==> src/design/sdepq_pkg.sv <==
// ----------------------------------------------------------------------------
// sdepq_pkg
// shared types and constants for the sorted double-ended priority queue
// ----------------------------------------------------------------------------
package sdepq_pkg;

  localparam int unsigned DATA_W         = 32;
  localparam int unsigned OPCODE_W       = 2;
  localparam int unsigned STATUS_W       = 2;
  localparam int unsigned ENTRY_COUNT_W  = 5;
  localparam int unsigned CAPACITY_DEF   = 16;

  typedef enum logic [OPCODE_W-1:0] {
    OP_INSERT     = 2'd0,
    OP_REMOVE_MIN = 2'd1,
    OP_REMOVE_MAX = 2'd2,
    OP_REMOVE_VAL = 2'd3
  } sdepq_op_e;

  typedef enum logic [STATUS_W-1:0] {
    ST_OK        = 2'd0,
    ST_EMPTY     = 2'd1,
    ST_NOT_FOUND = 2'd2,
    ST_FULL      = 2'd3
  } sdepq_status_e;

  // broadcast command to every cell, already qualified by the controller
  typedef struct packed {
    logic ins;
    logic del_low;
    logic del_high;
    logic del_val;
  } sdepq_cmd_t;

endpackage

==> src/design/sdepq_cell.sv <==
// ----------------------------------------------------------------------------
// sdepq_cell
// one slot of the sorted chain: compares against the operand and takes its
// own value, the operand or a neighbour's value
// ----------------------------------------------------------------------------
module sdepq_cell
  import sdepq_pkg::*;
(
  input  logic                     clk_i,
  input  logic                     rst_ni,
  input  sdepq_cmd_t               cmd_i,
  input  logic signed [DATA_W-1:0] value_i,
  input  logic        [DATA_W-1:0] left_data_i,
  input  logic                     left_valid_i,
  input  logic                     left_lt_i,
  input  logic        [DATA_W-1:0] right_data_i,
  input  logic                     right_valid_i,
  output logic        [DATA_W-1:0] data_o,
  output logic                     valid_o,
  output logic                     lt_o,
  output logic                     eq_o
);

  logic [DATA_W-1:0] data_q, data_d;
  logic              valid_q, valid_d;

  assign lt_o = valid_q && ($signed(data_q) < value_i);
  assign eq_o = valid_q && (data_q == DATA_W'(value_i));

  always_comb begin
    data_d  = data_q;
    valid_d = valid_q;
    if (cmd_i.ins) begin
      valid_d = left_valid_i;
      if (!lt_o) begin
        data_d = left_lt_i ? DATA_W'(value_i) : left_data_i;
      end
    end else if (cmd_i.del_low) begin
      data_d  = right_data_i;
      valid_d = right_valid_i;
    end else if (cmd_i.del_high) begin
      valid_d = valid_q && right_valid_i;
    end else if (cmd_i.del_val) begin
      if (!lt_o) begin
        data_d  = right_data_i;
        valid_d = right_valid_i;
      end
    end
  end

  always_ff @(posedge clk_i or negedge rst_ni) begin
    if (!rst_ni) begin
      valid_q <= 1'b0;
    end else begin
      valid_q <= valid_d;
    end
  end

  always_ff @(posedge clk_i) begin
    data_q <= data_d;
  end

  assign data_o  = data_q;
  assign valid_o = valid_q;

endmodule

==> src/design/sdepq_ends.sv <==
// ----------------------------------------------------------------------------
// sdepq_ends
// picks the lowest and highest occupied entries of the chain
// ----------------------------------------------------------------------------
module sdepq_ends
  import sdepq_pkg::*;
#(
  parameter int unsigned CAPACITY = CAPACITY_DEF
) (
  input  logic [CAPACITY-1:0][DATA_W-1:0] data_i,
  input  logic [CAPACITY-1:0]             valid_i,
  output logic [DATA_W-1:0]               low_o,
  output logic [DATA_W-1:0]               high_o
);

  logic [CAPACITY-1:0] last_w;

  always_comb begin
    for (int unsigned i = 0; i < CAPACITY; i++) begin
      if (i + 1 < CAPACITY) begin
        last_w[i] = valid_i[i] && !valid_i[i+1];
      end else begin
        last_w[i] = valid_i[i];
      end
    end
  end

  always_comb begin
    high_o = '0;
    for (int unsigned i = 0; i < CAPACITY; i++) begin
      high_o = high_o | (data_i[i] & {DATA_W{last_w[i]}});
    end
  end

  assign low_o = valid_i[0] ? data_i[0] : '0;

endmodule

==> src/design/sorted_double_ended_priority_queue_core.sv <==
// ----------------------------------------------------------------------------
// sorted_double_ended_priority_queue_core
// sorted register chain holding signed values, with insert, remove-min,
// remove-max and remove-value, one status result per transfer
// ----------------------------------------------------------------------------
// pipeline: the result is held in a pending register stage, then in the output registers
// throughput: one operation per cycle while the output does not stall; every cell compares and shifts at once,
//   the chain update is registered on the input transfer, the end values on the move to the output
// reset: count and occupancy bits clear, entry data is not reset
// ----------------------------------------------------------------------------
module sorted_double_ended_priority_queue_core
  import sdepq_pkg::*;
#(
  parameter int unsigned CAPACITY = CAPACITY_DEF
) (
  input  logic                            clk_i,
  input  logic                            rst_ni,
  input  logic                            in_valid_i,
  output logic                            in_stall_o,
  input  logic        [OPCODE_W-1:0]      opcode_i,
  input  logic signed [DATA_W-1:0]        value_i,
  output logic                            out_valid_o,
  input  logic                            out_stall_i,
  output logic        [STATUS_W-1:0]      status_o,
  output logic signed [DATA_W-1:0]        removed_value_o,
  output logic        [ENTRY_COUNT_W-1:0] entry_count_o,
  output logic signed [DATA_W-1:0]        smallest_o,
  output logic signed [DATA_W-1:0]        largest_o
);

  localparam int unsigned CNT_W = $clog2(CAPACITY + 1);

  logic [CAPACITY-1:0][DATA_W-1:0] data_w;
  logic [CAPACITY-1:0]             valid_w;
  logic [CAPACITY-1:0]             lt_w;
  logic [CAPACITY-1:0]             eq_w;
  logic [CAPACITY-1:0]             first_eq_w;

  logic [CNT_W-1:0]    count_q, count_d;
  logic                p_valid_q;
  sdepq_status_e       p_status_q, status_d;
  logic [DATA_W-1:0]   p_removed_q, removed_d;
  logic                out_valid_q;
  sdepq_status_e       out_status_q;
  logic [DATA_W-1:0]   out_removed_q, out_low_q, out_high_q;
  logic [CNT_W-1:0]    out_count_q;

  logic                accept;
  logic                p_move;
  logic                full;
  logic                empty;
  logic                found;
  sdepq_op_e           op;
  sdepq_cmd_t          cmd;
  logic [DATA_W-1:0]   low_w, high_w;

  assign op     = sdepq_op_e'(opcode_i);
  assign p_move = p_valid_q && (!out_valid_q || !out_stall_i);
  assign in_stall_o = p_valid_q && !p_move;
  assign accept = in_valid_i && !in_stall_o;

  assign full  = (count_q == CNT_W'(CAPACITY));
  assign empty = (count_q == '0);

  // first entry not below the operand that also equals it
  always_comb begin
    for (int unsigned i = 0; i < CAPACITY; i++) begin
      if (i == 0) begin
        first_eq_w[i] = eq_w[i];
      end else begin
        first_eq_w[i] = eq_w[i] && lt_w[i-1];
      end
    end
  end
  assign found = |first_eq_w;

  always_comb begin
    cmd       = '0;
    status_d  = ST_OK;
    removed_d = '0;
    count_d   = count_q;
    case (op)
      OP_INSERT: begin
        if (full) begin
          status_d = ST_FULL;
        end else begin
          cmd.ins = accept;
          count_d = count_q + CNT_W'(1);
        end
      end
      OP_REMOVE_MIN: begin
        if (empty) begin
          status_d = ST_EMPTY;
        end else begin
          cmd.del_low = accept;
          removed_d   = low_w;
          count_d     = count_q - CNT_W'(1);
        end
      end
      OP_REMOVE_MAX: begin
        if (empty) begin
          status_d = ST_EMPTY;
        end else begin
          cmd.del_high = accept;
          removed_d    = high_w;
          count_d      = count_q - CNT_W'(1);
        end
      end
      OP_REMOVE_VAL: begin
        if (empty) begin
          status_d = ST_EMPTY;
        end else if (!found) begin
          status_d = ST_NOT_FOUND;
        end else begin
          cmd.del_val = accept;
          removed_d   = DATA_W'(value_i);
          count_d     = count_q - CNT_W'(1);
        end
      end
      default: begin
        status_d = ST_OK;
      end
    endcase
  end

  for (genvar i = 0; i < CAPACITY; i++) begin : g_cell
    logic [DATA_W-1:0] left_data, right_data;
    logic              left_valid, left_lt, right_valid;
    if (i == 0) begin : g_head
      // the head always takes the operand when it is not below it
      assign left_data  = '0;
      assign left_valid = 1'b1;
      assign left_lt    = 1'b1;
    end else begin : g_mid_l
      assign left_data  = data_w[i-1];
      assign left_valid = valid_w[i-1];
      assign left_lt    = lt_w[i-1];
    end
    if (i == CAPACITY - 1) begin : g_tail
      assign right_data  = data_w[i];
      assign right_valid = 1'b0;
    end else begin : g_mid_r
      assign right_data  = data_w[i+1];
      assign right_valid = valid_w[i+1];
    end

    sdepq_cell u_cell (
      .clk_i         (clk_i),
      .rst_ni        (rst_ni),
      .cmd_i         (cmd),
      .value_i       (value_i),
      .left_data_i   (left_data),
      .left_valid_i  (left_valid),
      .left_lt_i     (left_lt),
      .right_data_i  (right_data),
      .right_valid_i (right_valid),
      .data_o        (data_w[i]),
      .valid_o       (valid_w[i]),
      .lt_o          (lt_w[i]),
      .eq_o          (eq_w[i])
    );
  end

  sdepq_ends #(
    .CAPACITY (CAPACITY)
  ) u_ends (
    .data_i  (data_w),
    .valid_i (valid_w),
    .low_o   (low_w),
    .high_o  (high_w)
  );

  always_ff @(posedge clk_i or negedge rst_ni) begin
    if (!rst_ni) begin
      count_q     <= '0;
      p_valid_q   <= 1'b0;
      out_valid_q <= 1'b0;
    end else begin
      if (accept) begin
        count_q <= count_d;
      end
      if (accept) begin
        p_valid_q <= 1'b1;
      end else if (p_move) begin
        p_valid_q <= 1'b0;
      end
      if (p_move) begin
        out_valid_q <= 1'b1;
      end else if (!out_stall_i) begin
        out_valid_q <= 1'b0;
      end
    end
  end

  always_ff @(posedge clk_i) begin
    if (accept) begin
      p_status_q  <= status_d;
      p_removed_q <= removed_d;
    end
    if (p_move) begin
      out_status_q  <= p_status_q;
      out_removed_q <= p_removed_q;
      out_count_q   <= count_q;
      out_low_q     <= low_w;
      out_high_q    <= high_w;
    end
  end

  assign out_valid_o     = out_valid_q;
  assign status_o        = out_status_q;
  assign removed_value_o = out_removed_q;
  assign entry_count_o   = ENTRY_COUNT_W'(out_count_q);
  assign smallest_o      = out_low_q;
  assign largest_o       = out_high_q;

  // occupancy bits always agree with the entry count
  a_count_match : assert property (@(posedge clk_i) disable iff (!rst_ni)
    $countones(valid_w) == int'(count_q))
    else $error("occupancy does not match count");

  // an insert into a full store is reported full and leaves the count alone
  a_full_drop : assert property (@(posedge clk_i) disable iff (!rst_ni)
    accept && (op == OP_INSERT) && full |=> (p_status_q == ST_FULL) && full)
    else $error("insert into full store not dropped");

  // a removal from an empty store reports empty
  a_empty_rm : assert property (@(posedge clk_i) disable iff (!rst_ni)
    accept && (op != OP_INSERT) && empty |=> (p_status_q == ST_EMPTY) && empty)
    else $error("removal from empty store not flagged");

endmodule

==> config.mk <==
export PLATFORM = sky130hd
export DESIGN_NAME = sorted_double_ended_priority_queue_core
export DESIGN_NICKNAME = d
export VERILOG_FILES = /design/src/design/sdepq_pkg.sv /design/src/design/sdepq_cell.sv /design/src/design/sdepq_ends.sv /design/src/design/sorted_double_ended_priority_queue_core.sv
export SDC_FILE = /design/constraint.sdc
export NUM_CORES = 2
export LEC_CHECK = 0
export BUFFER_PORTS_ARGS = -buffer_cell sky130_fd_sc_hd__buf_2
export CAP_MARGIN = 15
export CORE_ASPECT_RATIO = 0.5
export CORE_UTILIZATION = 47
export CTS_BUF_LIST = sky130_fd_sc_hd__clkbuf_8
export DETAILED_ROUTE_END_ITERATION = 8
export PLACE_DENSITY = 0.64
export SLEW_MARGIN = 10
export SYNTH_ARGS = -nofsm -noshare
export SYNTH_HDL_FRONTEND = slang
export SYNTH_SLANG_ARGS = --single-unit
==> constraint.sdc <==
create_clock -name clk_i -period 10.9 [get_ports clk_i]
set_clock_uncertainty 0.15 [all_clocks]
set_input_delay 1.09 -clock clk_i [delete_from_list [all_inputs] [get_ports clk_i]]
set_output_delay 1.09 -clock clk_i [all_outputs]
set_load 0.1 [all_outputs]
==> results.ini <==
[status]
run_status=finished clean

[clock_network]
h-tree-depth=3
clock_sinks=672
root_buffer=clkbuf_8
post_cts_buffers=0
clkTransAtPathRegs_ps=70
clockBufferDepth=3
cts_tree=built
postCtsHoldBufs=0
numCtsBuffers=102
insertion_delay_ps=890
cts_resized=0

[placed_design]
hpwl_um=176000
dpl_worst_slack_ps=2530
globalplace.congestion=1.07
port-buffer-count=142

[grt]
grt_usage=0.474
grt_pass1_wl_um=327000
grt_pass1_vias=40100
grt_antenna_before_repair=20
grt_max_degree=187
grt-ovfl-total=0

[sta]
tns_ps=0
rsz0062_at_grt=no
period_share=0.730
slew_headroom=0.0550
hold_viol=0
worst_slack_ps=2940
finalWorstPathRequiredPeriod_ps=7960
setup_viol=0
worstMarginPinSlew_ps=1420
maxSlewViolCount=0
max_freq_mhz=126

[floorplanning]
dieArea_mm2=0.0996
rows=80
boundaryPins=143
die_y_um=224
start_util=0.479
core_region_area_mm2=0.0964
die_w_um=445

[synth]
synth.top_cells.by_count=nand2_1 (733), edfxtp_1 (649), ha_1 (520), a21oi_1 (510), nor2_1 (504)
syn-instance-count=4950
synth-edff-count=649
netlist_area_mm2=0.0462
syn_avg_cell_area_um2=9.33
yosysTopAreaCell=edfxtp_1
yosysUniqueCellTypes=77
synthTopCellsByArea=edfxtp_1 (42%), ha_1 (14%), nand2_1 (6.0%), a21oi_1 (5.5%), o21ai_0 (5.4%)
synth_most_common_cell=nand2_1
synth-seq-area-share=0.434
synth_top_area_frac=0.422
ys_warn_count=0
ys_ff_latch=672
synth_ff_type=edfxtp_1
syn-num-nets=5509
synthArstFlopShare=0.0342

[critical_path]
startpoint_type=input port
crit_family=simple AND/OR/NAND/NOR gates
worstPathCellList=buf_2 -> inv_1 -> ha_1 -> nand4_1 -> buf_4 -> nor2_1 -> nand4_1 -> nor4_1 -> nand4_1 -> mux2_2 -> nand4_1 -> nor3_4 -> buf_4 -> o41a_2 -> a31oi_4 -> buf_4
crit_path_frequent_cell=nand4_1
critPathRequiredTime_ps=11230
path_buf_inv=5
path_max_fanout=20
path_depth=16
critPathKind=input port to flip-flop
crit_path_max_incr_delay_ps=1100
arrival_ps=8290
r2r_slack_ps=3380
end_kind=flip-flop
cp_slowest_cell=a31oi_4
reg2reg_depth=13

[drt]
top_layer=met5
first_iter_violations=8611
first_pass_iters=9
drc=0
dr_wl_met3_um=52400
wl_met1_um=98400
met2RoutedLength_um=83500
num_vias=46000
drt_wl_total_um=243000
drt-vias-per-instance=7.18
antenna_left=0
wl_per_cell_um=37.9

[pwr]
leakage_nw=20.4
peakVddDrop_mv=0.178
powerDensity_mw_per_mm2=226

[cells_and_area]
layout-drive-gt1-share=0.106
nets=5553
syn2layout_area_growth_pct=9.96

[run]
maxCapViolCount=0

[worst_hold_path]
hold_path.class=input port to asynchronous set/reset pin

## registers in the layout, indices dropped and copies added, names as in the netlist
signal / cells
p_valid_q: 1
count_q: 5
smallest_o: 32
largest_o: 32
g_cell.u_cell.valid_o: 16
entry_count_o: 5
out_valid_o: 1
status_o: 2
g_cell.u_cell.data_o: 512
p_status_q: 2
removed_value_o: 32
p_removed_q: 32
## worst reg2reg max path, cell delays in order, from the launching register on
cell	delay, ps
edfxtp_1	590
ha_1	560
nand4_1	240
or3_1	660
nor4_2	1050
and4_1	460
nand3_1	100
mux2_2	290
nand4_1	160
nor3_4	90
buf_4	220
o41a_2	860
a31oi_4	1120
buf_4	530
## cells by family after synthesis
group | count (synthesis) | share of synthesized area
xor+xnor | 14 | 0.00265
compound gates | 1642 | 0.221
flops | 672 | 0.434
simple gates | 1631 | 0.155
fa+ha+maj | 521 | 0.141
buf+inv | 414 | 0.0339
mux | 56 | 0.0124
## layer usage
layer	track usage	vias to the layer above
li1	-	18800
met1	0.675	22200
met2	0.550	4372
met3	0.323	628
met4	0.138	20
met5	0.00770	-
## area by class of cell
| cell class | instances | area [um^2] |
|---|---|---|
| Clock inverter | 84 | 509 |
| Multi-Input combinational cell | 3864 | 25100 |
| Sequential cell | 672 | 20100 |
| Tap cell | 1312 | 1640 |
| Antenna cell | 16 | 40.0 |
| Fill cell | 8745 | 45600 |
| Timing Repair Buffer | 280 | 1770 |
| Inverter | 74 | 278 |
| Clock buffer | 102 | 1400 |
## path summary, 6_finish.rpt
check | startpoint | endpoint
max | value_i[31] | g_cell[14].u_cell.data_o[12]
min | rst_ni | g_cell[4].u_cell.valid_o
max reg2reg | g_cell[12].u_cell.data_o[31] | g_cell[14].u_cell.data_o[12]
min reg2reg | p_removed_q[0] | removed_value_o[0]
max in group asynchronous | rst_ni | g_cell[15].u_cell.valid_o
min in group clk_i | p_removed_q[0] | removed_value_o[0]
## power breakdown
group          internal, mW  switching (mW)  leakage, nW  total [mW]
Clock                 0.995            1.18         1.08        2.18
Sequential             3.33           0.525         6.24        3.86
Combinational          1.38            4.09         13.1        5.47
## per-stage QoR
| stage | cells | total power [mW] | util | hold WS, ps | area, um^2 |
|---|---|---|---|---|---|
| 2_1_floorplan | 4950 | 6.70 | - | 250 | 46200 |
| 3_3_place_gp | 6191 | 8.86 | 0.505 | 251 | 48700 |
| 3_5_place_dp | 6195 | 8.91 | 0.506 | 255 | 48800 |
| 4_1_cts | 6381 | 11.0 | 0.526 | 52.4 | 50700 |
| 5_1_grt | 6393 | 11.6 | 0.527 | 103 | 50800 |
| 6_report | 6404 | 11.5 | 0.527 | 70.6 | 50800 |
## cell usage in the layout, fill, tap and decap left out, drive strengths merged, types with 28 or more instances in the layout
master / netlist / final
a22o: 122 / 122
nor2b: 40 / 40
clkinv: 2 / 46
ha: 520 / 520
inv: 72 / 102
nand4: 137 / 137
nor3: 28 / 28
nand2: 733 / 733
a31o: 32 / 32
and2: 34 / 34
edfxtp: 649 / 649
a221oi: 139 / 139
o21ai: 502 / 502
nor2: 504 / 504
a22oi: 32 / 32
a21oi: 510 / 510
clkbuf: 324 / 107
a31oi: 110 / 110
nand3: 61 / 61
mux2i: 48 / 48
a21o: 56 / 56
buf: 16 / 275
No activity file was read; power rests on OpenSTA's default activity.
